==> src/cve_pkg.sv <==
// ----------------------------------------------------------------------------
// cve_pkg: shared types, constants and helpers
// Widths, register codes, configuration and job types, and the fixed-point
// saturation helpers used by the cubic escape-time core.
// ----------------------------------------------------------------------------
package cve_pkg;

	localparam int FRAC_BITS   = 26;
	localparam int COORD_WIDTH = 11;
	localparam int ITER_WIDTH  = 12;

	localparam int Q_W     = 32;
	localparam int STEP_W  = 31;
	localparam int PROD_W  = 2 * Q_W;
	localparam int SQ_W    = PROD_W - FRAC_BITS;
	localparam int SUM_W   = (SQ_W + 1 > FRAC_BITS + 3) ? SQ_W + 1 : FRAC_BITS + 3;
	localparam int SPROD_W = COORD_WIDTH + STEP_W;

	localparam int QUEUE_DEPTH = 2;
	localparam int QPTR_W      = (QUEUE_DEPTH > 1) ? $clog2(QUEUE_DEPTH) : 1;
	localparam int QCNT_W      = $clog2(QUEUE_DEPTH + 1);

	localparam int CFG_IDX_W  = 3;
	localparam int CFG_DATA_W = Q_W;

	localparam logic [CFG_IDX_W-1:0] REG_MAX_ITER   = 3'd0;
	localparam logic [CFG_IDX_W-1:0] REG_ORIGIN_RE  = 3'd1;
	localparam logic [CFG_IDX_W-1:0] REG_ORIGIN_IM  = 3'd2;
	localparam logic [CFG_IDX_W-1:0] REG_PIXEL_STEP = 3'd3;
	localparam logic [CFG_IDX_W-1:0] REG_C_RE       = 3'd4;
	localparam logic [CFG_IDX_W-1:0] REG_C_IM       = 3'd5;

	localparam logic [SUM_W-1:0] ESC_LIMIT = SUM_W'(4) << FRAC_BITS;

	typedef struct packed {
		logic        [ITER_WIDTH-1:0] max_iter;
		logic signed [Q_W-1:0]        origin_re;
		logic signed [Q_W-1:0]        origin_im;
		logic        [STEP_W-1:0]     pixel_step;
		logic signed [Q_W-1:0]        c_re;
		logic signed [Q_W-1:0]        c_im;
	} cfg_t;

	localparam cfg_t CFG_RESET = '{
		max_iter:   12'd100,
		origin_re:  -32'sd90596966,
		origin_im:  -32'sd80530637,
		pixel_step: 31'd223696,
		c_re:       32'sd19125026,
		c_im:       32'sd671089
	};

	typedef struct packed {
		logic        [COORD_WIDTH-1:0] x;
		logic        [COORD_WIDTH-1:0] y;
		logic signed [Q_W-1:0]         zr;
		logic signed [Q_W-1:0]         zi;
	} job_t;

	typedef enum logic [2:0] {
		BK_IDLE,
		BK_SQR,
		BK_SQI,
		BK_R3,
		BK_RI2,
		BK_R2I,
		BK_UPD,
		BK_DONE
	} bk_state_t;

	// Clamp a wide signed value to the signed Q word range.
	function automatic logic signed [Q_W-1:0] sat_q(input logic signed [PROD_W-1:0] v);
		logic [PROD_W-Q_W:0] hi;
		logic signed [Q_W-1:0] r;
		hi = v[PROD_W-1:Q_W-1];
		if ((&hi) || !(|hi)) begin
			r = v[Q_W-1:0];
		end else if (v[PROD_W-1]) begin
			r = {1'b1, {(Q_W-1){1'b0}}};
		end else begin
			r = {1'b0, {(Q_W-1){1'b1}}};
		end
		return r;
	endfunction

	// Fixed-point product rescale: floor shift, then saturate.
	function automatic logic signed [Q_W-1:0] qmul_post(input logic signed [PROD_W-1:0] p);
		logic signed [PROD_W-1:0] s;
		s = p >>> FRAC_BITS;
		return sat_q(s);
	endfunction

endpackage

==> src/cve_ifs.sv <==
// ----------------------------------------------------------------------------
// cve_ifs: channel interfaces
// Valid/ready channels for pixel coordinates in and iteration results out.
// ----------------------------------------------------------------------------
interface cve_pix_if;
	logic                              valid;
	logic                              ready;
	logic [cve_pkg::COORD_WIDTH-1:0]   pixel_x;
	logic [cve_pkg::COORD_WIDTH-1:0]   pixel_y;

	modport source(output valid, output pixel_x, output pixel_y, input ready);
	modport sink(input valid, input pixel_x, input pixel_y, output ready);
endinterface


==> src/cve_front.sv <==
// ----------------------------------------------------------------------------
// cve_front: pixel intake
// Accepts pixel coordinates and maps them to start points in the plane,
// then pushes each job into the job queue.
// ----------------------------------------------------------------------------
module cve_front (
	input  logic              clk,
	input  logic              arst_n,
	input  cve_pkg::cfg_t     cfg,
	cve_pix_if.sink           pix,
	output logic              push_valid,
	input  logic              push_ready,
	output cve_pkg::job_t     push_data
);

	logic                                valid_s1;
	logic [cve_pkg::COORD_WIDTH-1:0]     x_s1;
	logic [cve_pkg::COORD_WIDTH-1:0]     y_s1;
	logic                                valid_s2;
	logic [cve_pkg::COORD_WIDTH-1:0]     x_s2;
	logic [cve_pkg::COORD_WIDTH-1:0]     y_s2;
	logic [cve_pkg::SPROD_W-1:0]         px_s2;
	logic [cve_pkg::SPROD_W-1:0]         py_s2;
	logic                                load_s1;
	logic                                load_s2;
	logic signed [cve_pkg::PROD_W-1:0]   zr_wide;
	logic signed [cve_pkg::PROD_W-1:0]   zi_wide;

	assign load_s2   = valid_s1 && (!valid_s2 || push_ready);
	assign pix.ready = !valid_s1 || load_s2;
	assign load_s1   = pix.valid && pix.ready;

	always_ff @(posedge clk or negedge arst_n) begin
		if (!arst_n) begin
			valid_s1 <= 1'b0;
			valid_s2 <= 1'b0;
		end else begin
			valid_s1 <= load_s1 || (valid_s1 && !load_s2);
			valid_s2 <= load_s2 || (valid_s2 && !push_ready);
		end
	end

	always_ff @(posedge clk) begin
		if (load_s1) begin
			x_s1 <= pix.pixel_x;
			y_s1 <= pix.pixel_y;
		end
		if (load_s2) begin
			x_s2  <= x_s1;
			y_s2  <= y_s1;
			px_s2 <= cve_pkg::SPROD_W'(x_s1) * cve_pkg::SPROD_W'(cfg.pixel_step);
			py_s2 <= cve_pkg::SPROD_W'(y_s1) * cve_pkg::SPROD_W'(cfg.pixel_step);
		end
	end

	always_comb begin
		zr_wide = cve_pkg::PROD_W'(cfg.origin_re) + signed'(cve_pkg::PROD_W'(px_s2));
		zi_wide = cve_pkg::PROD_W'(cfg.origin_im) + signed'(cve_pkg::PROD_W'(py_s2));
		push_data.x  = x_s2;
		push_data.y  = y_s2;
		push_data.zr = cve_pkg::sat_q(zr_wide);
		push_data.zi = cve_pkg::sat_q(zi_wide);
	end

	assign push_valid = valid_s2;

endmodule

==> src/flat_wrapper.sv <==
// flat-port wrapper written by rule: the top's interface ports become plain ports
module cve_front_flat 
  (clk, arst_n, cfg, push_valid, push_ready, push_data, pix_valid, pix_pixel_x, pix_pixel_y, pix_ready);
  cve_pix_if pix_i ();
  input  logic clk;
  input  logic arst_n;
  input  cve_pkg::cfg_t cfg;
  output logic push_valid;
  input  logic push_ready;
  output cve_pkg::job_t push_data;
  input wire logic [$bits(pix_i.valid)-1:0] pix_valid;
  input wire logic [$bits(pix_i.pixel_x)-1:0] pix_pixel_x;
  input wire logic [$bits(pix_i.pixel_y)-1:0] pix_pixel_y;
  output wire logic [$bits(pix_i.ready)-1:0] pix_ready;
  assign pix_i.valid = pix_valid;
  assign pix_i.pixel_x = pix_pixel_x;
  assign pix_i.pixel_y = pix_pixel_y;
  assign pix_ready = pix_i.ready;
  cve_front u_core (.clk(clk), .arst_n(arst_n), .cfg(cfg), .pix(pix_i), .push_valid(push_valid), .push_ready(push_ready), .push_data(push_data));
endmodule
==> config.mk <==
export PLATFORM = sky130hd
export DESIGN_NAME = cve_front_flat
export DESIGN_NICKNAME = d
export VERILOG_FILES = /design/src/cve_pkg.sv /design/src/cve_ifs.sv /design/src/cve_front.sv /design/src/flat_wrapper.sv
export SDC_FILE = /design/constraint.sdc
export NUM_CORES = 2
export LEC_CHECK = 0
export BUFFER_PORTS_ARGS = -buffer_cell sky130_fd_sc_hd__buf_2
export CAP_MARGIN = 20
export CORE_ASPECT_RATIO = 2
export CORE_MARGIN = 3
export CORE_UTILIZATION = 41
export CTS_CLUSTER_SIZE = 20
export DETAILED_ROUTE_END_ITERATION = 10
export GPL_TIMING_DRIVEN = 0
export SLEW_MARGIN = 30
export SYNTH_ARGS = -nofsm -noshare
export SYNTH_HDL_FRONTEND = slang
export SYNTH_SLANG_ARGS = --single-unit
==> constraint.sdc <==
create_clock -name clk -period 7.71 [get_ports clk]
set_input_delay 0.3855 -clock clk [delete_from_list [all_inputs] [get_ports clk]]
set_output_delay 0.3855 -clock clk [all_outputs]
set_load 0.05 [all_outputs]
==> flow_summary_export.csv <==
group,metric,value,unit
status,outcome,"finished, final reports clean",
worst_setup_path,r2r_end,"u_core.px_s2[36]",
sta,final.setup_skew,0.01179,ns
yosys,yosys.area_share.simple,0.1699,
worst_setup_path,crit_top_cell,"fa_1",
sta,slew_headroom,0.4276,
sta,rsz0062_at_grt,"no",
sta,hold_viol,0,
placement,place.gp.congestion,0.8997,
worst_setup_path,cp_data_required_time,7.94,ns
sta,tightest_slew,0.8586,ns
yosys,synth_compound_area_frac,0.1180,
floorplan,io_pins,285,
sta,finalMaxSlewViolations,0,
grt,grt_max_degree,47,
worst_setup_path,startpoint,"u_core.x_s1[8]",
yosys,muxShareOfSynthArea,0,
grt,grt_pass1_wl,138.3,mm
yosys,synth_commonest_cells,"536 x inv_1, 522 x fa_1, 481 x nand2_1, 302 x and2_1, 246 x ha_1",
yosys,yosysSeqAreaShare,0.1294,
routing,drc,0,
floorplan,design.core.area,72180,µm²
power,ir_worst_vdd,317.1,µV
floorplan,rows,139,
power,power_leakage,15.57,nW
routing,ant_nets,0,
clocking,cts_root_buf,"clkbuf_16",
floorplan,die_w,197.5,µm
min_path,min_delay_path_depth,1,
yosys,synth.avg_cell_area,8.943,µm²
clocking,h-tree-depth,4,
yosys,synthXorXnorAreaFrac,0.04363,
clocking,cts_tree,"yes",
grt,antenna_found_initial,6,
yosys,yosysWarnings,0,
floorplan,dieArea,76860,µm²
sta,hold_ws,0.07960,ns
power,p_total,15.99,mW
sta,setup_viol,0,
yosys,synthAdderAreaFrac,0.4497,
flow_run,drv_cap,0,
floorplan,dieHeight,389.1,µm
worst_setup_path,cp_slowest_cell,"clkbuf_1",
yosys,synth_edf_count,128,
layout,finish.utilization,0.4565,
worst_setup_path,worst-r2r-cell-count,22,
routing,vias_per_cell,5.374,
yosys,synth_seq_cells,130,
clocking,cts.sinks,130,
grt,grt_overflow_total,0,
clocking,clkLatencyLatePin,0.48,ns
min_path,timing.hold.worst_endpoint,"u_core.x_s1[4]",
routing,drt_iter0_markers,1323,
clocking,cts.repair_timing.setup_buffer_count,0,
sta,min_period,7.184,ns
layout,layout-area-overhead-vs-synth,9.507,%
sta,period_share,0.9318,
floorplan,start_util,0.4168,
worst_setup_path,r2r_setup_slack,0.53,ns
clocking,numCtsBuffers,17,
yosys,synthArstFlopShare,0.01538,
worst_setup_path,crit_chain,"clkbuf_1, nand2_1, fa_1, fa_1, inv_1, fa_1, fa_1, inv_1, fa_1, inv_1, ha_1, and3_1, and3_1, a311o_1, o2111ai_1, a21oi_1, o211ai_1, o21ai_0, o31ai_1, o21bai_1, a21oi_1, xnor2_1",
placement,hpwl,75.33,mm
min_path,min_from,"pix_pixel_x[4]",
routing,vias,24360,
grt,grt_use_total,0.2355,
yosys,synth_area,30090,µm²
routing,wl_per_cell,19.59,µm
min_path,worstHoldPathType,"in -> reg",
clocking,clockBufferDepth,2,
worst_setup_path,cp-start-kind,"flop",
worst_setup_path,crit_arrival,7.41,ns
yosys,synth_area_leaders,"fa_1 35%, edfxtp_1 13%, ha_1 10%",
worst_setup_path,cp_max_fo,10,
worst_setup_path,timing.rr.start,"u_core.x_s1[8]",
yosys,synth_nets,4329,
sta,fmax,139.2,MHz
yosys,yosysTopAreaCell,"fa_1",
yosys,netlist.area_leader.share,0.3473,
power,p_per_area,485.3,nW/µm²
worst_setup_path,cp-end-kind,"flop",
grt,grt_pass1_vias,26170,
placement,io_buffers,208,
layout,nets,4560,
sta,tns,0,ns
yosys,syn_inst,3364,
yosys,yosys.cell_types.count,70,
yosys,ys_dominant_reg_cell,"edfxtp_1",
layout,drive_gt1_frac,0.08315,
worst_setup_path,crit_type,"reg -> reg",
routing,postRouteWirelength,88.77,mm
routing,first_pass_iters,5,
yosys,synth.most_common_cell,"inv_1",
yosys,synth_top_family_by_area,"adder cells",
clocking,clk_pin_slew,0.06,ns
worst_setup_path,critPathMaxStageDelay,0.61,ns
==> cell usage in the layout (no fill, tap or decap), types with 19 or more instances in the layout <==
cell type,Yosys,final
nand2b_1,28,28
nand3_1,42,42
xor2_1,56,56
a21oi_2,23,23
o21bai_1,21,21
a21oi_1,203,203
ha_1,246,246
a21o_1,72,72
nand2_1,481,481
clkbuf_1,152,151
inv_1,536,536
nand4_1,19,19
o21ai_0,97,97
nor3_1,31,31
o21a_1,22,22
a31oi_1,19,19
and2_1,302,300
buf_2,0,208
edfxtp_1,128,128
fa_1,522,522
xnor2_1,92,92
nor2_1,99,99
==> cells by family after synthesis <==
group / after synthesis
DFF: 130
and+or+nand+nor: 1059
xor gates and xnor gates: 149
AOI/OAI and AO/OA: 558
buffers and inverters: 700
adders and majority gates: 768
==> worst max-delay path: cells and delay by family (launching register included) <==
family	cells	cell delay [ns]
xor+xnor	1	0.08
simple gates	3	0.59
compound gates	8	2.20
flops	1	0.50
buf+inv	4	0.75
fa+ha+maj	6	2.82
==> layout make-up <==
class / instances / area [µm²]
Fill cell: 7108 / 39230
Multi-Input combinational cell: 2534 / 23520
Sequential cell: 130 / 3894
Inverter: 536 / 2012
Tap cell: 916 / 1146
Timing Repair Buffer: 212 / 1126
Buffer: 164 / 676.9
Clock buffer: 17 / 425.4
Clock inverter: 15 / 130.1
Antenna cell: 8 / 20.02
==> timing repair <==
item                                   CTS  global route
setup endpoints to repair                0             1
endpoints found under the hold margin    2             0
gates resized for setup                  0             2
hold buffers                             1             0
==> worst max-delay path by stage <==
stage                                   to  slack, ns  depth (start not counted)
after floorplan           u_core.px_s2[36]       1.64                         23
after CTS                 u_core.px_s2[36]       0.53                         22
after global routing      u_core.px_s2[36]       0.01                         22
final                     u_core.px_s2[36]       0.53                         22
after global placement    u_core.px_s2[40]       0.51                         22
after detailed placement  u_core.px_s2[36]       0.51                         23
==> registers in the layout, indices dropped and copies added (netlist names) <==
register / flops
u_core.px_s2: 42
u_core.push_valid: 1
u_core.y_s1: 11
u_core.x_s2: 11
u_core.valid_s1: 1
u_core.py_s2: 42
u_core.x_s1: 11
u_core.y_s2: 11
==> power breakdown <==
| group | internal, mW | switching [mW] |
|---|---|---|
| Combinational | 5.49 | 8.00 |
| Clock | 0.443 | 0.359 |
| Sequential | 1.58 | 0.108 |
==> routing by layer <==
layer | GRT usage | part of all wire
met5 | 0 | 0.00028
met4 | 0.1219 | 0.056
met2 | 0.4469 | 0.55
met3 | 0.03011 | 0.046
met1 | 0.2511 | 0.35
==> stage by stage <==
| step | cell area [µm²] | worst slack [ns] | instances |
|---|---|---|---|
| after floorplan | 30090 | 1.635 | 3364 |
| after global placement | 32270 | 0.5097 | 4488 |
| after detailed placement | 32360 | 0.5067 | 4491 |
| after CTS | 32920 | 0.5337 | 4524 |
| after global routing | 32930 | 0.01428 | 4525 |
| final | 32950 | 0.5260 | 4532 |
No activity file was read; power rests on OpenSTA's default activity.
