--- config.mk ---
export PLATFORM = sky130hd
export DESIGN_NAME = cve_back_flat
export DESIGN_NICKNAME = d
export VERILOG_FILES = /design/src/cve_pkg.sv /design/src/cve_ifs.sv /design/src/cve_back.sv /design/src/flat_wrapper.sv
export SDC_FILE = /design/constraint.sdc
export NUM_CORES = 2
export LEC_CHECK = 0
export BUFFER_PORTS_ARGS = -buffer_cell sky130_fd_sc_hd__buf_2
export CAP_MARGIN = 20
export CORE_MARGIN = 5
export CORE_UTILIZATION = 70
export CTS_CLUSTER_DIAMETER = 80
export DETAILED_ROUTE_END_ITERATION = 6
export PLACE_DENSITY = 0.87
export SYNTH_ARGS = -nofsm -noshare
export SYNTH_HDL_FRONTEND = slang
export SYNTH_SLANG_ARGS = --single-unit
--- constraint.sdc ---
create_clock -name clk -period 26.7 [get_ports clk]
set_input_delay 4.005 -clock clk [delete_from_list [all_inputs] [get_ports clk]]
set_output_delay 4.005 -clock clk [all_outputs]
set_load 0.02 [all_outputs]
--- src/cve_pkg.sv ---
// ----------------------------------------------------------------------------
// cve_pkg: shared types, constants and helpers
// Widths, register codes, configuration and job types, and the fixed-point
// saturation helpers used by the cubic escape-time core.
// ----------------------------------------------------------------------------
package cve_pkg;

	localparam int FRAC_BITS   = 26;
	localparam int COORD_WIDTH = 11;
	localparam int ITER_WIDTH  = 12;

	localparam int Q_W     = 32;
	localparam int STEP_W  = 31;
	localparam int PROD_W  = 2 * Q_W;
	localparam int SQ_W    = PROD_W - FRAC_BITS;
	localparam int SUM_W   = (SQ_W + 1 > FRAC_BITS + 3) ? SQ_W + 1 : FRAC_BITS + 3;
	localparam int SPROD_W = COORD_WIDTH + STEP_W;

	localparam int QUEUE_DEPTH = 2;
	localparam int QPTR_W      = (QUEUE_DEPTH > 1) ? $clog2(QUEUE_DEPTH) : 1;
	localparam int QCNT_W      = $clog2(QUEUE_DEPTH + 1);

	localparam int CFG_IDX_W  = 3;
	localparam int CFG_DATA_W = Q_W;

	localparam logic [CFG_IDX_W-1:0] REG_MAX_ITER   = 3'd0;
	localparam logic [CFG_IDX_W-1:0] REG_ORIGIN_RE  = 3'd1;
	localparam logic [CFG_IDX_W-1:0] REG_ORIGIN_IM  = 3'd2;
	localparam logic [CFG_IDX_W-1:0] REG_PIXEL_STEP = 3'd3;
	localparam logic [CFG_IDX_W-1:0] REG_C_RE       = 3'd4;
	localparam logic [CFG_IDX_W-1:0] REG_C_IM       = 3'd5;

	localparam logic [SUM_W-1:0] ESC_LIMIT = SUM_W'(4) << FRAC_BITS;

	typedef struct packed {
		logic        [ITER_WIDTH-1:0] max_iter;
		logic signed [Q_W-1:0]        origin_re;
		logic signed [Q_W-1:0]        origin_im;
		logic        [STEP_W-1:0]     pixel_step;
		logic signed [Q_W-1:0]        c_re;
		logic signed [Q_W-1:0]        c_im;
	} cfg_t;

	localparam cfg_t CFG_RESET = '{
		max_iter:   12'd100,
		origin_re:  -32'sd90596966,
		origin_im:  -32'sd80530637,
		pixel_step: 31'd223696,
		c_re:       32'sd19125026,
		c_im:       32'sd671089
	};

	typedef struct packed {
		logic        [COORD_WIDTH-1:0] x;
		logic        [COORD_WIDTH-1:0] y;
		logic signed [Q_W-1:0]         zr;
		logic signed [Q_W-1:0]         zi;
	} job_t;

	typedef enum logic [2:0] {
		BK_IDLE,
		BK_SQR,
		BK_SQI,
		BK_R3,
		BK_RI2,
		BK_R2I,
		BK_UPD,
		BK_DONE
	} bk_state_t;

	// Clamp a wide signed value to the signed Q word range.
	function automatic logic signed [Q_W-1:0] sat_q(input logic signed [PROD_W-1:0] v);
		logic [PROD_W-Q_W:0] hi;
		logic signed [Q_W-1:0] r;
		hi = v[PROD_W-1:Q_W-1];
		if ((&hi) || !(|hi)) begin
			r = v[Q_W-1:0];
		end else if (v[PROD_W-1]) begin
			r = {1'b1, {(Q_W-1){1'b0}}};
		end else begin
			r = {1'b0, {(Q_W-1){1'b1}}};
		end
		return r;
	endfunction

	// Fixed-point product rescale: floor shift, then saturate.
	function automatic logic signed [Q_W-1:0] qmul_post(input logic signed [PROD_W-1:0] p);
		logic signed [PROD_W-1:0] s;
		s = p >>> FRAC_BITS;
		return sat_q(s);
	endfunction

endpackage

--- src/cve_ifs.sv ---


interface cve_res_if;
	logic                              valid;
	logic                              ready;
	logic [cve_pkg::COORD_WIDTH-1:0]   out_x;
	logic [cve_pkg::COORD_WIDTH-1:0]   out_y;
	logic [cve_pkg::ITER_WIDTH-1:0]    iter_count;

	modport source(output valid, output out_x, output out_y, output iter_count, input ready);
	modport sink(input valid, input out_x, input out_y, input iter_count, output ready);
endinterface

--- src/cve_back.sv ---
// ----------------------------------------------------------------------------
// cve_back: iteration engine
// Runs the cubic update on one job at a time through a single shared
// multiplier and holds the finished result in an output register.
// ----------------------------------------------------------------------------
module cve_back (
	input  logic              clk,
	input  logic              arst_n,
	input  cve_pkg::cfg_t     cfg,
	input  logic              pop_valid,
	output logic              pop_ready,
	input  cve_pkg::job_t     pop_data,
	cve_res_if.source         res,
	output logic              busy
);

	cve_pkg::bk_state_t                  state_q;
	cve_pkg::bk_state_t                  state_nxt;

	logic [cve_pkg::COORD_WIDTH-1:0]     x_q;
	logic [cve_pkg::COORD_WIDTH-1:0]     y_q;
	logic signed [cve_pkg::Q_W-1:0]      zr_q;
	logic signed [cve_pkg::Q_W-1:0]      zi_q;
	logic [cve_pkg::ITER_WIDTH-1:0]      n_q;
	logic [cve_pkg::SQ_W-1:0]            sqr_q;
	logic signed [cve_pkg::Q_W-1:0]      r2_q;
	logic signed [cve_pkg::Q_W-1:0]      i2_q;
	logic signed [cve_pkg::Q_W-1:0]      r3_q;
	logic signed [cve_pkg::Q_W-1:0]      ri2_q;
	logic signed [cve_pkg::PROD_W-1:0]   prod_q;

	logic signed [cve_pkg::Q_W-1:0]      mul_a;
	logic signed [cve_pkg::Q_W-1:0]      mul_b;
	logic [cve_pkg::SUM_W-1:0]           mag_sum;
	logic                                escape;
	logic                                at_limit;
	logic                                out_free;
	logic                                out_load;
	logic signed [cve_pkg::Q_W-1:0]      prod_sat;
	logic signed [cve_pkg::PROD_W-1:0]   zr_wide;
	logic signed [cve_pkg::PROD_W-1:0]   zi_wide;

	logic                                out_valid_q;
	logic [cve_pkg::COORD_WIDTH-1:0]     out_x_q;
	logic [cve_pkg::COORD_WIDTH-1:0]     out_y_q;
	logic [cve_pkg::ITER_WIDTH-1:0]      out_n_q;

	assign out_free = !out_valid_q || res.ready;
	assign prod_sat = cve_pkg::qmul_post(prod_q);
	assign mag_sum  = cve_pkg::SUM_W'(sqr_q)
		+ cve_pkg::SUM_W'(prod_q[cve_pkg::PROD_W-1:cve_pkg::FRAC_BITS]);
	assign escape   = mag_sum >= cve_pkg::ESC_LIMIT;
	assign at_limit = n_q >= cfg.max_iter;

	always_comb begin
		zr_wide = cve_pkg::PROD_W'(r3_q)
			- ((cve_pkg::PROD_W'(ri2_q) <<< 1) + cve_pkg::PROD_W'(ri2_q))
			+ cve_pkg::PROD_W'(cfg.c_re);
		zi_wide = (cve_pkg::PROD_W'(prod_sat) <<< 1) + cve_pkg::PROD_W'(prod_sat)
			+ cve_pkg::PROD_W'(cfg.c_im);
	end

	always_comb begin
		state_nxt = state_q;
		unique case (state_q)
			cve_pkg::BK_IDLE: begin
				if (pop_valid) begin
					state_nxt = cve_pkg::BK_SQR;
				end
			end
			cve_pkg::BK_SQR: begin
				state_nxt = at_limit ? cve_pkg::BK_DONE : cve_pkg::BK_SQI;
			end
			cve_pkg::BK_SQI: state_nxt = cve_pkg::BK_R3;
			cve_pkg::BK_R3: begin
				state_nxt = escape ? cve_pkg::BK_DONE : cve_pkg::BK_RI2;
			end
			cve_pkg::BK_RI2: state_nxt = cve_pkg::BK_R2I;
			cve_pkg::BK_R2I: state_nxt = cve_pkg::BK_UPD;
			cve_pkg::BK_UPD: state_nxt = cve_pkg::BK_SQR;
			cve_pkg::BK_DONE: begin
				if (out_free) begin
					state_nxt = cve_pkg::BK_IDLE;
				end
			end
			default: state_nxt = cve_pkg::BK_IDLE;
		endcase
	end

	always_comb begin
		pop_ready = 1'b0;
		out_load  = 1'b0;
		mul_a     = zr_q;
		mul_b     = zr_q;
		unique case (state_q)
			cve_pkg::BK_IDLE: pop_ready = 1'b1;
			cve_pkg::BK_SQR: begin
				mul_a = zr_q;
				mul_b = zr_q;
			end
			cve_pkg::BK_SQI: begin
				mul_a = zi_q;
				mul_b = zi_q;
			end
			cve_pkg::BK_R3: begin
				mul_a = r2_q;
				mul_b = zr_q;
			end
			cve_pkg::BK_RI2: begin
				mul_a = zr_q;
				mul_b = i2_q;
			end
			cve_pkg::BK_R2I: begin
				mul_a = r2_q;
				mul_b = zi_q;
			end
			cve_pkg::BK_UPD: begin
				mul_a = zr_q;
				mul_b = zr_q;
			end
			cve_pkg::BK_DONE: out_load = out_free;
			default: pop_ready = 1'b0;
		endcase
	end

	always_ff @(posedge clk or negedge arst_n) begin
		if (!arst_n) begin
			state_q     <= cve_pkg::BK_IDLE;
			out_valid_q <= 1'b0;
		end else begin
			state_q     <= state_nxt;
			out_valid_q <= out_load || (out_valid_q && !res.ready);
		end
	end

	always_ff @(posedge clk) begin
		prod_q <= mul_a * mul_b;
		case (state_q)
			cve_pkg::BK_IDLE: begin
				if (pop_valid) begin
					x_q  <= pop_data.x;
					y_q  <= pop_data.y;
					zr_q <= pop_data.zr;
					zi_q <= pop_data.zi;
					n_q  <= '0;
				end
			end
			cve_pkg::BK_SQI: begin
				sqr_q <= prod_q[cve_pkg::PROD_W-1:cve_pkg::FRAC_BITS];
				r2_q  <= prod_sat;
			end
			cve_pkg::BK_R3:  i2_q  <= prod_sat;
			cve_pkg::BK_RI2: r3_q  <= prod_sat;
			cve_pkg::BK_R2I: ri2_q <= prod_sat;
			cve_pkg::BK_UPD: begin
				zr_q <= cve_pkg::sat_q(zr_wide);
				zi_q <= cve_pkg::sat_q(zi_wide);
				n_q  <= n_q + 1'b1;
			end
			default: begin
			end
		endcase
		if (out_load) begin
			out_x_q <= x_q;
			out_y_q <= y_q;
			out_n_q <= n_q;
		end
	end

	assign res.valid      = out_valid_q;
	assign res.out_x      = out_x_q;
	assign res.out_y      = out_y_q;
	assign res.iter_count = out_n_q;
	assign busy           = state_q != cve_pkg::BK_IDLE;

endmodule

--- src/flat_wrapper.sv ---
// flat-port wrapper written by rule: the top's interface ports become plain ports
module cve_back_flat 
  (clk, arst_n, cfg, pop_valid, pop_ready, pop_data, busy, res_valid, res_out_x, res_out_y, res_iter_count, res_ready);
  cve_res_if res_i ();
  input  logic clk;
  input  logic arst_n;
  input  cve_pkg::cfg_t cfg;
  input  logic pop_valid;
  output logic pop_ready;
  input  cve_pkg::job_t pop_data;
  output logic busy;
  output wire logic [$bits(res_i.valid)-1:0] res_valid;
  output wire logic [$bits(res_i.out_x)-1:0] res_out_x;
  output wire logic [$bits(res_i.out_y)-1:0] res_out_y;
  output wire logic [$bits(res_i.iter_count)-1:0] res_iter_count;
  input wire logic [$bits(res_i.ready)-1:0] res_ready;
  assign res_valid = res_i.valid;
  assign res_out_x = res_i.out_x;
  assign res_out_y = res_i.out_y;
  assign res_iter_count = res_i.iter_count;
  assign res_i.ready = res_ready;
  cve_back u_core (.clk(clk), .arst_n(arst_n), .cfg(cfg), .pop_valid(pop_valid), .pop_ready(pop_ready), .pop_data(pop_data), .res(res_i), .busy(busy));
endmodule
==> qor.csv <==
metric,value,unit
status,"complete, but fails checks",
failing checks,DRC,
drt first pass iters,7,
synth unique cells,94,
post-route ant nets,0,
Placer Congestion,0.997,
crit path capture,u_core.prod_q[57],
initial antenna violation count,11,
CTS HTree Levels,2,
total number of vias,44900,
row count,104,
"Data arrival, critical path",12.28,ns
RR Endpoint,u_core.prod_q[57],
final slew viol count,0,
# hold bufs at CTS,0,
Synth Area in Adders,0.482,
proportion of synthesized area in mux cells,0.000888,
ys flop type,edfxtp_1,
number of CTS-inserted buffers,36,
top-area cell type share of the netlist area,0.407,
"CP delay by family, top",adder cells,
DRT iter0 DRCs,4816,
first-pass GRT wire length,266000,um
Crit. End Element,flop,
grt total ovfl,0,
Syn Area/Cell,9.70,sq um
Relative slew margins,0.158,
sequential-to-total area share from yosys stat,0.174,
synthesis-stage register bit count,340,
Critical Path Source,u_core.state_q[1],
TNS Setup,0,ns
Skew-Pair Late Insertion Delay,0.58,ns
chip height,294,um
die area,86300,sq um
CORE AREA,80200,sq um
Syn Nets,7553,
area delta synth->final,6.21,%
CP Data Required Time,27.16,ns
R2R Setup Slk,14.88,ns
# DRC,17,
Simple-Gate Fraction of Synth Area,0.124,
crit-path max cell delay,1.00,ns
Multi-input gate area,41700,sq um
Fillers,5352,
Crit. path cell count,30,
Total Routing Usage GR,0.404,
hold crit path type,flop to flop,
final hold vios,0,
clk buf depth,3,
DR vias/cell,6.43,
Post-synth ARST share,0.0118,
vias in the first global route,48000,
FF-to-FF path depth,30,
Ys Warns,0,
CP max FO,47,
CTS clock-pin slew for the worst setup and hold paths,0.06,ns
Post-Synth XOR/XNOR Area,0.0220,
fin crit period,11.82,ns
Setup CP Type,flop to flop,
cell taking the most area after synthesis,fa_1,
share of cells above drive strength 1,0.0816,
CTS root buf,clkbuf_16,
compound-gate portion of the synthesized area,0.108,
Final nets,7636,
Critical Path Start Type,flop,
Initial Util,0.703,
Die W,294,um
most frequent CP cell,fa_1,
r2r startpoint,u_core.state_q[1],
TritonCTS clock tree,built,
Setup Skew,0.0374,ns
mapped cell area,56400,sq um
FMAX,84.6,MHz
final period utilization,0.443,
clk sink count,340,
critical path buffer and inverter count,10,
Resize count post-CTS,0,
register area,9810,sq um
dominant cells by area after synthesis,"fa_1 41%, edfxtp_1 16%, ha_1 7.5%, inv_1 7.0%, nor2_1 4.7%",
Routed WL,172000,um
Gate Count Post-Synth,5809,
CP max-delay cell,fa_1,
Post-synth EDFFs,298,
RSZ-0062 raised after global routing,no,
Post-CTS Setup Inserts,0,
pin count of the biggest net entering global routing,74,
Slew @ Worst Pin,1.26,ns
maxcap violations,0,
Avg WL per Cell,24.7,um
io pins,298,
DP HPWL,132000,um
Final setup violation count,0,
largest family of logic cells by synthesized area,adder cells,
# port buffers,202,
cells in the final DEF, fill, tap and decap left out, types with 106 or more instances in the layout:
cell type  count
fa_1        1146
buf_2        202
a21oi_1      210
nand2_1      629
edfxtp_1     298
inv_1       1057
buf_4        109
o21ai_0      106
ha_1         337
nor2_1       695
a21o_1       130
metal layers:
layer / GRT usage / wire length (um) / part of all wire / vias to the layer above
li1: - / - / - / 18600
met1: 0.492 / 56300 / 0.33 / 22100
met2: 0.624 / 77800 / 0.45 / 3292
met3: 0.127 / 22900 / 0.13 / 949
met4: 0.272 / 15200 / 0.088 / 10
met5: 0.00831 / 163 / 0.00095 / -
state kept, by name, summed over array words and instances (netlist names), 11 cells and up:
signal / cells
u_core.sqr_q: 38
u_core.x_q: 11
u_core.r3_q: 32
u_core.i2_q: 32
u_core.ri2_q: 32
u_core.y_q: 11
u_core.prod_q: 38
u_core.zi_q: 32
u_core.res.iter_count: 12
u_core.r2_q: 32
u_core.zr_q: 32
u_core.n_q: 12
u_core.res.out_x: 11
u_core.res.out_y: 11
logic make-up (layout without fill, tap and decap cells):
| group | count (synthesis) | count (layout) |
|---|---|---|
| XOR/XNOR | 141 | 141 |
| adder cells (fa/ha/maj) | 1483 | 1483 |
| multiplexers | 5 | 5 |
| AND/OR/NAND/NOR | 1649 | 1649 |
| flip-flops | 340 | 340 |
| other | 0 | 7 |
| buffers and inverters | 1326 | 1435 |
| AO/OA/AOI/OAI | 865 | 865 |
worst min-delay path by stage:
| stage | start | to | slack, ns | cells after the start |
|---|---|---|---|---|
| 2_1_floorplan | u_core.x_q[0] | u_core.res.out_x[0] | 0.40 | 0 |
| 3_3_place_gp | u_core.y_q[5] | u_core.res.out_y[5] | 0.40 | 0 |
| 3_5_place_dp | u_core.x_q[5] | u_core.res.out_x[5] | 0.40 | 0 |
| 4_1_cts | u_core.y_q[3] | u_core.res.out_y[3] | 0.42 | 0 |
| 5_1_grt | u_core.y_q[7] | u_core.res.out_y[7] | 0.43 | 0 |
| 6_report | u_core.y_q[3] | u_core.res.out_y[3] | 0.42 | 0 |
cell usage after synthesis, drive strengths merged, types with 10 or more instances:
master and number:
a21oi 220, and3 14, nor2 699, o221a 15, o21bai 17, or2 15
and4 14, o31ai 11, nand2 632, nor3 19, nand4 56, a211o 15
buf 32, o22ai 23, nor2b 30, o2111ai 10, a31oi 39, edfxtp 298
a22oi 35, o21ai 129, o21a 54, dfxtp 38, nand2b 52, nand3 49
and2 36, a211oi 32, o221ai 22, clkbuf 236, fa 1146, a21o 130
a221oi 18, ha 337, xnor2 95, or3 11, inv 1057, xor2 46
a221o 19
layout make-up:
type | count | share of cell area
clock buffer | 45 | 0.0156
sequential | 340 | 0.164
tap | 1060 | 0.0222
inverter | 1058 | 0.0664
timing repair buffer | 313 | 0.0311
multi-input combinational | 4143 | 0.697
antenna | 7 | 0.000293
clock inverter | 19 | 0.00328
through the flow:
stage / util / worst slack, ns / hold WS [ns] / instance area, sq um / instances
6_report: 0.747 / 14.88 / 0.418 / 59900 / 6985
5_1_grt: 0.747 / 14.48 / 0.428 / 59800 / 6983
4_1_cts: 0.746 / 15.30 / 0.420 / 59800 / 6976
3_5_place_dp: 0.732 / 15.34 / 0.405 / 58700 / 6912
3_3_place_gp: 0.732 / 15.59 / 0.400 / 58700 / 6912
2_1_floorplan: - / 11.68 / 0.400 / 56400 / 5809
worst reg2reg max path: cells and delay by family, from the launching register on:
family	cells	cell delay [ns]
compound gates	4	2.20
xor+xnor	1	0.13
fa+ha+maj	9	4.84
buf+inv	10	2.70
flops	1	0.67
simple gates	6	1.18
Power is not shown: default switching activity piles up to over one toggle a cycle in this logic, so the estimate is an artifact.
