**src/cve_pkg.sv**
```systemverilog
// ----------------------------------------------------------------------------
// cve_pkg: shared types, constants and helpers
// Widths, register codes, configuration and job types, and the fixed-point
// saturation helpers used by the cubic escape-time core.
// ----------------------------------------------------------------------------
package cve_pkg;

	localparam int FRAC_BITS   = 26;
	localparam int COORD_WIDTH = 11;
	localparam int ITER_WIDTH  = 12;

	localparam int Q_W     = 32;
	localparam int STEP_W  = 31;
	localparam int PROD_W  = 2 * Q_W;
	localparam int SQ_W    = PROD_W - FRAC_BITS;
	localparam int SUM_W   = (SQ_W + 1 > FRAC_BITS + 3) ? SQ_W + 1 : FRAC_BITS + 3;
	localparam int SPROD_W = COORD_WIDTH + STEP_W;

	localparam int QUEUE_DEPTH = 2;
	localparam int QPTR_W      = (QUEUE_DEPTH > 1) ? $clog2(QUEUE_DEPTH) : 1;
	localparam int QCNT_W      = $clog2(QUEUE_DEPTH + 1);

	localparam int CFG_IDX_W  = 3;
	localparam int CFG_DATA_W = Q_W;

	localparam logic [CFG_IDX_W-1:0] REG_MAX_ITER   = 3'd0;
	localparam logic [CFG_IDX_W-1:0] REG_ORIGIN_RE  = 3'd1;
	localparam logic [CFG_IDX_W-1:0] REG_ORIGIN_IM  = 3'd2;
	localparam logic [CFG_IDX_W-1:0] REG_PIXEL_STEP = 3'd3;
	localparam logic [CFG_IDX_W-1:0] REG_C_RE       = 3'd4;
	localparam logic [CFG_IDX_W-1:0] REG_C_IM       = 3'd5;

	localparam logic [SUM_W-1:0] ESC_LIMIT = SUM_W'(4) << FRAC_BITS;

	typedef struct packed {
		logic        [ITER_WIDTH-1:0] max_iter;
		logic signed [Q_W-1:0]        origin_re;
		logic signed [Q_W-1:0]        origin_im;
		logic        [STEP_W-1:0]     pixel_step;
		logic signed [Q_W-1:0]        c_re;
		logic signed [Q_W-1:0]        c_im;
	} cfg_t;

	localparam cfg_t CFG_RESET = '{
		max_iter:   12'd100,
		origin_re:  -32'sd90596966,
		origin_im:  -32'sd80530637,
		pixel_step: 31'd223696,
		c_re:       32'sd19125026,
		c_im:       32'sd671089
	};

	typedef struct packed {
		logic        [COORD_WIDTH-1:0] x;
		logic        [COORD_WIDTH-1:0] y;
		logic signed [Q_W-1:0]         zr;
		logic signed [Q_W-1:0]         zi;
	} job_t;

	typedef enum logic [2:0] {
		BK_IDLE,
		BK_SQR,
		BK_SQI,
		BK_R3,
		BK_RI2,
		BK_R2I,
		BK_UPD,
		BK_DONE
	} bk_state_t;

	// Clamp a wide signed value to the signed Q word range.
	function automatic logic signed [Q_W-1:0] sat_q(input logic signed [PROD_W-1:0] v);
		logic [PROD_W-Q_W:0] hi;
		logic signed [Q_W-1:0] r;
		hi = v[PROD_W-1:Q_W-1];
		if ((&hi) || !(|hi)) begin
			r = v[Q_W-1:0];
		end else if (v[PROD_W-1]) begin
			r = {1'b1, {(Q_W-1){1'b0}}};
		end else begin
			r = {1'b0, {(Q_W-1){1'b1}}};
		end
		return r;
	endfunction

	// Fixed-point product rescale: floor shift, then saturate.
	function automatic logic signed [Q_W-1:0] qmul_post(input logic signed [PROD_W-1:0] p);
		logic signed [PROD_W-1:0] s;
		s = p >>> FRAC_BITS;
		return sat_q(s);
	endfunction

endpackage

```
**src/cve_queue.sv**
```systemverilog
// ----------------------------------------------------------------------------
// cve_queue: job queue
// Short first-in first-out buffer that decouples intake from iteration.
// ----------------------------------------------------------------------------
module cve_queue (
	input  logic              clk,
	input  logic              arst_n,
	input  logic              push_valid,
	output logic              push_ready,
	input  cve_pkg::job_t     push_data,
	output logic              pop_valid,
	input  logic              pop_ready,
	output cve_pkg::job_t     pop_data
);

	cve_pkg::job_t                 mem_q [cve_pkg::QUEUE_DEPTH];
	logic [cve_pkg::QPTR_W-1:0]    wr_ptr_q;
	logic [cve_pkg::QPTR_W-1:0]    rd_ptr_q;
	logic [cve_pkg::QCNT_W-1:0]    cnt_q;
	logic                          do_push;
	logic                          do_pop;

	assign push_ready = cnt_q != cve_pkg::QCNT_W'(cve_pkg::QUEUE_DEPTH);
	assign pop_valid  = cnt_q != '0;
	assign do_push    = push_valid && push_ready;
	assign do_pop     = pop_valid && pop_ready;
	assign pop_data   = mem_q[rd_ptr_q];

	function automatic logic [cve_pkg::QPTR_W-1:0] next_ptr(input logic [cve_pkg::QPTR_W-1:0] p);
		logic [cve_pkg::QPTR_W-1:0] r;
		if (p == cve_pkg::QPTR_W'(cve_pkg::QUEUE_DEPTH - 1)) begin
			r = '0;
		end else begin
			r = p + 1'b1;
		end
		return r;
	endfunction

	always_ff @(posedge clk or negedge arst_n) begin
		if (!arst_n) begin
			wr_ptr_q <= '0;
			rd_ptr_q <= '0;
			cnt_q    <= '0;
		end else begin
			if (do_push) begin
				wr_ptr_q <= next_ptr(wr_ptr_q);
			end
			if (do_pop) begin
				rd_ptr_q <= next_ptr(rd_ptr_q);
			end
			if (do_push && !do_pop) begin
				cnt_q <= cnt_q + 1'b1;
			end else if (do_pop && !do_push) begin
				cnt_q <= cnt_q - 1'b1;
			end
		end
	end

	always_ff @(posedge clk) begin
		if (do_push) begin
			mem_q[wr_ptr_q] <= push_data;
		end
	end

endmodule

```
**config.mk**
```make
export PLATFORM = sky130hd
export DESIGN_NAME = cve_queue
export DESIGN_NICKNAME = d
export VERILOG_FILES = /design/src/cve_pkg.sv /design/src/cve_queue.sv
export SDC_FILE = /design/constraint.sdc
export NUM_CORES = 1
export LEC_CHECK = 0
export ABC_AREA = 1
export CAP_MARGIN = 10
export CORE_UTILIZATION = 25
export DETAILED_ROUTE_END_ITERATION = 12
export DONT_BUFFER_PORTS = 1
export GPL_TIMING_DRIVEN = 0
export PLACE_DENSITY_LB_ADDON = 0.25
export SYNTH_ARGS = -nofsm -noshare
export SYNTH_HDL_FRONTEND = slang
export SYNTH_SLANG_ARGS = --single-unit
```
**constraint.sdc**
```tcl
create_clock -name clk -period 6.3 [get_ports clk]
set_input_delay 1.26 -clock clk [delete_from_list [all_inputs] [get_ports clk]]
set_output_delay 1.26 -clock clk [all_outputs]
set_load 0.02 [all_outputs]
```
==> run metrics, run 1 <==
status=complete, no violations; maximum vdd ir drop=between 0.00015 and 0.0002 V; Crit Path Class=flip-flop to output pin; # hold bufs at CTS=0; Synth area leader=edfxtp_1; Slew @ Worst Pin=around 0.96 ns; leakage=2.90 nW; DPL Wire Length=9450 µm; row count=58; GR Util All Layers=0.105; vias per cell=4.02; # Post-CTS Setup Buffers=0; Total Routed Length=~14000 µm; Post-Route Skew=between 0.007 and 0.008 ns; IO Pins=178; CTS tree=done; Final Cycle Share=0.475; WL/cell=16.1 µm; Pre-antenna DRT Iters=6; Post-route DRC=0; initial antenna violation count=1; Max-Cap Viols=0; Area Overhead vs Synth=17.0%; Seq/Total Area, Yosys=0.812; Slew headroom=0.360; via count=about 3400; Core Area=25300 µm²; die area=26600 µm²; Final Instance Area=7580 µm²; Highest Clock Rate=0.334 GHz; # placed instances=813; Yosys reg bits=176; post-synthesis cell count=478; Starting Density=0.256; share of cells above drive strength 1=0.113; mapped cell area=6480 µm²; CTS H-tree lvls=4; ant diodes=0; Routed Antenna Nets=0; PD cells=521 nW/µm²; top cell type's share of synthesized area=0.797; Die Y-Extent=163 µm; Synth Net Count=569; final setup violating endpoints=0; worst-path fanout max=10; clock-pin slew on the worst setup and hold paths=0.07 ns; Worst Slack Setup Final=3.31 ns; first-pass GRT wire length=between 20000 and 25000 µm; Layout fillers=roughly 2500; CP Capture Type=output pin; unrepaired setup endpoints after global routing=false; IO buf count=0; NumNets Final=593; largest net degree at the start of global routing=32; clk_lat worst skew=0.41 ns; final hold vios=0; CP required=approximately 5.0 ns; Worst EP arrival=1.73 ns; Non-Filler Instances=845; Slew Viols, Final=0; Starting DRT DRC Count=around 160; Clock Tree Buf Depth=2; placed inst area=7010 µm²; vias in the first global route=between 3000 and 4000; Yosys cell types=14; syn_area_per_cell=13.6 µm²; RD Place Congestion=a little under 0.7; Tmin final=around 3.0 ns; CTS Sinks=176; Tot Pwr=3.95 mW; CTS root buf=clkbuf_16; CP startpoint kind=flip-flop; worst hold path class=flip-flop to flip-flop; die width=163 µm; Area contributors post-synth=edfxtp_1 (80%), nand2_1 (16%), dfrtp_1 (1.5%); gr ovfl total=0; YS warnings=0; post-CTS resize count=0; dpl ws=3.12 ns; CTS buffer count=17
registers in the layout, indices dropped and copies added, names as in the netlist:
signal	cells
mem_q	172
cnt_q	2
wr_ptr_q	1
rd_ptr_q	1
cell usage after synthesis:
cell type	instances
buf_2	11
nand3_1	2
inv_1	6
xnor2_1	1
buf_4	4
nand2_1	268
buf_6	4
ha_1	1
dfrtp_1	4
inv_2	1
edfxtp_1	172
xor2_1	1
nor2_1	2
nand4_1	1
cell usage in the layout (no fill, tap or decap), drive strengths merged:
cell type / count
clkbuf: 17
xnor2: 1
dfrtp: 4
bufinv: 1
nand4: 1
clkinvlp: 3
nand2: 268
edfxtp: 172
nand3: 2
ha: 1
inv: 16
clkinv: 2
nor2: 2
buf: 24
xor2: 1
per-stage QoR:
step | hold WS, ns | setup TNS (ns) | utilization
after floorplan | 0.462 | 0 | -
after global placement | 0.481 | -266.59 | 0.272
after detailed placement | 0.494 | 0 | 0.277
after CTS | 0.500 | 0 | 0.299
after global routing | 0.500 | 0 | 0.299
final | 0.508 | 0 | 0.299
power by group:
group | internal [mW] | switching (mW) | leakage [nW] | total, mW
registers | 1.60 | 0.0572 | 1.65 | 1.65
clock network | 0.559 | 0.472 | 0.275 | 1.03
logic | 0.253 | 1.01 | 0.973 | 1.26
logic make-up after synthesis:
| family | share of synthesized area |
|---|---|
| buffers and inverters | 0.0241 |
| adders and majority gates | 0.00193 |
| DFF | 0.812 |
| and+or+nand+nor | 0.159 |
| xor gates and xnor gates | 0.00270 |
critical path: stages (launching register included):
cell and delay, ns:
dfrtp_1 0.36, buf_2 0.19, inv_2 0.16, buf_6 0.19, buf_6 0.16, nand2_1 0.05
nand2_1 0.20
final timing paths:
path	slack, ns	to	startpoint	depth (start not counted)
max	3.31	pop_data[52]	rd_ptr_q	6
min reg2reg	0.51	cnt_q[0]	cnt_q[0]	1
max in group asynchronous	5.70	wr_ptr_q	arst_n	0
min	0.51	cnt_q[0]	cnt_q[0]	1
min in group asynchronous	0.53	rd_ptr_q	arst_n	0
max reg2reg	3.72	mem_q[1][32]	cnt_q[0]	6
layer usage:
metal / track usage / up-vias / routed length (µm)
met2: 0.171 / 118 / 6700
met4: 0.0370 / 2 / 89
met3: 0.0508 / 6 / 1380
met5: 0 / - / 18
li1: - / 1658 / -
met1: 0.120 / 1613 / 5470
layout make-up:
cell class	count	area, µm²	area share
plain buffers	19	130	0.0172
multi-input cells	276	1070	0.142
clock inverters	15	148	0.0195
flip-flops and latches	176	5270	0.694
clock buffers	17	425	0.0561
repair buffers	5	100	0.0132
inverters	7	26.3	0.00347
well taps	330	413	0.0545
No activity file was read; power rests on OpenSTA's default activity.
==> run 2, diff against run 1 <==
==> constraint.sdc (replaced) <==
create_clock -name clk -period 2.9 [get_ports clk]
set_input_delay 0.58 -clock clk [delete_from_list [all_inputs] [get_ports clk]]
set_output_delay 0.58 -clock clk [all_outputs]
set_load 0.02 [all_outputs]
==> run metrics, run 2 (same netlist as run 1, synthesis figures left out) <==
IO buf count=0 (unchanged); Endpoint, Worst Hold=mem_q[1][54]; NumNets Final=593 (unchanged); RD Place Congestion=0.673 (-0.77%); grt met3 use=0.0457 (-0.00508); Starting Density=0.256 (unchanged); clk_lat worst skew=0.42 ns (about the same); Worst EP arrival=1.78 ns (+0.05 ns); CTS buffer count=17 (unchanged); final hold slack=0.253 ns (-0.255 ns); Crit Reg-Reg Endpoint=mem_q[1][75]; Layout fillers=2554 (+0.24%); Starting DRT DRC Count=189 (+15%); unrepaired setup endpoints after global routing=false; gr ovfl total=0 (unchanged); final core occ=0.299 (about the same); most frequent cells in the layout=nand2_1 (268), edfxtp_1 (172), clkbuf_16 (17); Core Area=25300 µm² (unchanged); worst-path fanout max=10 (unchanged); Final Cycle Share=0.813; Crit Path Class=flip-flop to output pin; Pre-antenna DRT Iters=4 (-2); GRT busiest layer=met2; WL/cell=16.1 µm (-0.23%); Largest register FFs=172 (unchanged); final setup violating endpoints=0 (unchanged); Tot Pwr=8.58 mW (+120%); Slew @ Worst Pin=0.915 ns (-0.0434 ns); most common cell after layout, fill and taps aside=nand2_1; FF-to-FF Start=cnt_q[0]; Clock Tree Buf Depth=2 (unchanged); final hold vios=0 (unchanged); Routed Antenna Nets=0 (unchanged); die area=26600 µm² (unchanged); largest net degree at the start of global routing=33 (+3.1%); maximum vdd ir drop=0.000351 V (+100%); CTS H-tree lvls=4 (unchanged); leakage=2.89 nW (-0.29%); DPL Wire Length=9310 µm (-1.4%); Post-route DRC=0 (unchanged); die width=163 µm (unchanged); met2 Usage GRT=0.178 (+0.00696); CTS tree=done; clock-pin slew on the worst setup and hold paths=0.07 ns (about the same); CTS Sinks=176 (unchanged); flip-flop and latch area=5270 µm² (unchanged); Highest Clock Rate=0.424 GHz; vias per cell=3.99 (-0.82%); GR Util All Layers=0.105 (-0.000210); Max-Cap Viols=0 (unchanged); CP Capture Type=output pin; Post-Route Skew=0.00976 ns (+0.00251 ns); Tmin final=2.36 ns; Area Overhead vs Synth=16.9% (about the same); status=complete, no violations; share of cells above drive strength 1=0.113 (unchanged); largest registers=mem_q x172, cnt_q x2; CP required=2.32 ns (-2.72 ns); row count=58 (unchanged); setup TNS=0 ns (unchanged); initial antenna violation count=0 (-1); IO Pins=178 (unchanged); hold path start=push_data[54]; area of the multi-input gates=1070 µm² (unchanged); Total Routed Length=13600 µm (-0.23%); CTS root buf=clkbuf_16; Hold Crit Depth=0 (-1); Slew Viols, Final=0 (unchanged); Slew headroom=0.389 (+0.0290); via count=3369 (-0.82%); met1 usage=0.118 (-0.00177); first-pass GRT wire length=20300 µm (about the same); ant diodes=0 (unchanged); Worst R2R Path Depth=5 (-1); most flop-heavy register=mem_q; Die Y-Extent=163 µm (unchanged); worst hold path class=primary input to flip-flop; CP startpoint kind=flip-flop; vias in the first global route=3439 (-0.52%); R2R setup slack=0.56 ns (-3.16 ns); PD cells=1130 nW/µm² (+120%)
## run 2: cell count changes in the layout (fill, tap and decap cells not counted), sizes merged
| cell | change |
|---|---|
| inv | -3 |
| clkinvlp | +2 |
| buf | -1 |
| clkinv | +1 |
| dlygate4sd3 | +1 |
## run 2: area by class of cell
| cell class | count | share of cell area |
|---|---|---|
| flip-flops and latches | 176 | 0.695 |
| multi-input cells | 276 | 0.142 |
| clock buffers | 17 | 0.0561 |
| well taps | 330 | 0.0545 |
| clock inverters | 15 | 0.0203 |
| plain buffers | 19 | 0.0172 |
| repair buffers | 5 | 0.0119 |
| inverters | 7 | 0.00347 |
## run 2: critical path, cell delays in order (launching register included)
cell     delay, ns
dfrtp_1       0.35
buf_2         0.20
inv_2         0.17
buf_2         0.30
nand2_1       0.08
nand2_1       0.26
## run 2: how the worst max path moves through the flow
stage	start	to	slack, ns	depth (start not counted)
2_1_floorplan	cnt_q[0]	mem_q[0][0]	-0.55	4
5_1_grt	rd_ptr_q	pop_data[84]	0.36	5
3_5_place_dp	cnt_q[0]	mem_q[1][16]	0.53	5
6_report	rd_ptr_q	pop_data[84]	0.54	5
4_1_cts	rd_ptr_q	pop_data[84]	0.44	5
3_3_place_gp	cnt_q[0]	mem_q[1][24]	-2.02	4
## run 2: stage by stage
stage / instances / setup WS (ns) / instance area, µm²
after detailed placement: 812 / 0.534 / 6990
after global placement: 808 / -2.02 / 6900
after CTS: 845 / 0.445 / 7580
final: 845 / 0.541 / 7580
after global routing: 845 / 0.355 / 7580
after floorplan: 478 / -0.552 / 6490
## run 2: report_power, final
part	internal (mW)	total, mW	switching (mW)
clock	1.21	2.25	1.04
combinational	0.533	2.73	2.20
sequential	3.47	3.60	0.127
total	5.22	8.58	3.36
## run 2: repair_timing
item	in CTS	in global routing
hold endpoints to repair	4	0
resized for setup	0	0
hold buffers	1	0
buffers inserted	0	0
## run 2: layer usage
layer	vias to the layer above	wire length (µm)
met1	1598	5510
met2	111	6820
met4	0	120
li1	1655	-
met3	5	1170
met5	-	0
==> run 3, diff against run 2 <==
==> constraint.sdc (replaced) <==
create_clock -name clk -period 2.4 [get_ports clk]
set_input_delay 0.48 -clock clk [delete_from_list [all_inputs] [get_ports clk]]
set_output_delay 0.48 -clock clk [all_outputs]
set_load 0.02 [all_outputs]
==> run metrics, run 3 (same netlist as run 1, synthesis figures left out) <==
maximum vdd ir drop=0.000467 V (+33%); Area Overhead vs Synth=17.4%; Crit Path Class=flip-flop to output pin; via count=3430 (+1.8%); Reg power frac=0.423 (+0.004); clock-pin slew on the worst setup and hold paths=0.07 ns (about the same); Post-route DRC=0 (unchanged); final hold vios=0 (unchanged); internal power=6.25 mW (+20%); Slew Viols, Final=0 (unchanged); Slew headroom=0.580 (+0.191); Highest Clock Rate=0.450 GHz; Final Cycle Share=0.927; vias per cell=4.05 (+1.6%); # placed instances=814 (+0.25%); share of cells above drive strength 1=0.118 (+0.00537); final hold slack=0.156 ns (-0.0979 ns); # Post-CTS Setup Buffers=0 (unchanged); ant diodes=0 (unchanged); CTS tree=done; Slew @ Worst Pin=0.629 ns (-0.286 ns); Tmin final=2.22 ns; CP required=1.92 ns (-0.40 ns); gr ovfl total=0 (unchanged); unrepaired setup endpoints after global routing=false; RD Place Congestion=0.693 (+3.0%); most common cell after layout, fill and taps aside=nand2_1; clock power share=0.247 (-0.015); CTS Sinks=176 (unchanged); Starting DRT DRC Count=207 (+9.5%); CP Capture Type=output pin; CTS root buf=clkbuf_16; Worst EP arrival=1.74 ns (-0.04 ns); CTS H-tree lvls=4 (unchanged); Post-Route Skew=0.00775 ns (-0.00201 ns); Max-Cap Viols=0 (unchanged); row count=58 (unchanged); status=complete, no violations; IO Pins=178 (unchanged); Pre-antenna DRT Iters=4 (unchanged); Largest register FFs=172 (unchanged); IO buf count=0 (unchanged); GR Util All Layers=0.103 (-0.00239); sw power=4.03 mW (+20%); DPL Wire Length=9440 µm (+1.4%); Die Y-Extent=163 µm (unchanged); NumNets Final=595 (+0.34%); final setup violating endpoints=0 (unchanged); worst-path fanout max=10 (unchanged); Sw Ratio=0.392 (about the same); die area=26600 µm² (unchanged); largest net degree at the start of global routing=32 (-3.0%); Non-Filler Instances=847 (+0.24%); clk_lat worst skew=0.41 ns (about the same); Routed Antenna Nets=0 (unchanged); first-pass GRT wire length=20000 µm (-1.7%); Core Area=25300 µm² (unchanged); Total Routed Length=13400 µm (-1.5%); Clock Tree Buf Depth=2 (unchanged); worst hold path class=primary input to flip-flop; Final Instance Area=7610 µm² (+0.36%); leakage=2.92 nW (+1.0%); WL/cell=15.8 µm (-1.7%); initial antenna violation count=0 (unchanged); most flop-heavy register=mem_q; largest registers=mem_q x172, cnt_q x2; die width=163 µm (unchanged); vias in the first global route=3426 (-0.38%); Starting Density=0.256 (unchanged); CTS buffer count=17 (unchanged); CP startpoint kind=flip-flop; Comb pwr share=0.330 (+0.011); most frequent cells in the layout=nand2_1 (266), edfxtp_1 (172), clkbuf_16 (17); placed inst area=7060 µm² (+1.0%); PD cells=1350 nW/µm² (+19%)
[run 3: timing repair]
item / CTS / global route
hold endpoints to repair: 4 / 0
resized for setup: 0 / 0
hold buffers: 1 / 0
endpoints found under the setup margin: 0 / 0
[run 3: per-stage QoR]
stage | util | setup slack [ns] | power [mW] | setup TNS [ns]
floorplan | - | 0.0221 | 6.98 | 0
global placement | 0.273 | -0.790 | 7.73 | -133.06
detailed placement | 0.279 | 0.327 | 7.92 | 0
CTS | 0.300 | 0.100 | 10.5 | 0
global route | 0.300 | 0.0302 | 10.9 | 0
finish | 0.300 | 0.176 | 10.3 | 0
[run 3: power by group through the flow]
stage | Sequential, mW | Clock (mW) | Combinational [mW]
floorplan | 4.41 | 0 | 2.57
CTS | 4.35 | 2.63 | 3.50
detailed placement | 4.42 | 0 | 3.50
global placement | 4.46 | 0 | 3.28
finish | 4.35 | 2.54 | 3.39
global route | 4.41 | 2.73 | 3.73
[run 3: final cells by class]
class                      instances  area [µm²]
fill                            2538       17700
sequential                       176        5270
tap                              330         413
clock inverter                    14         105
clock buffer                      18         429
buffer                            19         130
multi-input combinational        276        1080
inverter                           7        26.3
timing repair buffer               7         153
[run 3: per-layer routing]
| layer | share of wire | vias to the layer above | GRT usage |
|---|---|---|---|
| met5 | 0 | - | 0 |
| met4 | 0.011 | 0 | 0.0331 |
| met3 | 0.098 | 9 | 0.0462 |
| met2 | 0.50 | 128 | 0.175 |
| met1 | 0.39 | 1635 | 0.113 |
| li1 | - | 1658 | - |
[run 3: path summary, 6_finish.rpt]
kind,start,end,slack (ns),cells past startpoint
min,push_data[14],mem_q[0][14],0.16,0
max,rd_ptr_q,pop_data[73],0.18,5
max reg2reg,cnt_q[0],mem_q[1][27],0.35,6
max in group asynchronous,arst_n,rd_ptr_q,1.86,1
min reg2reg,cnt_q[0],cnt_q[0],0.53,1
min in group asynchronous,arst_n,cnt_q[0],0.35,1
[run 3: worst max-delay path, stage by stage, from the launching register on]
cell and delay [ns]:
dfrtp_1 0.35, buf_2 0.19, inv_2 0.17, buf_2 0.29, nand2_1 0.09, nand2_1 0.24
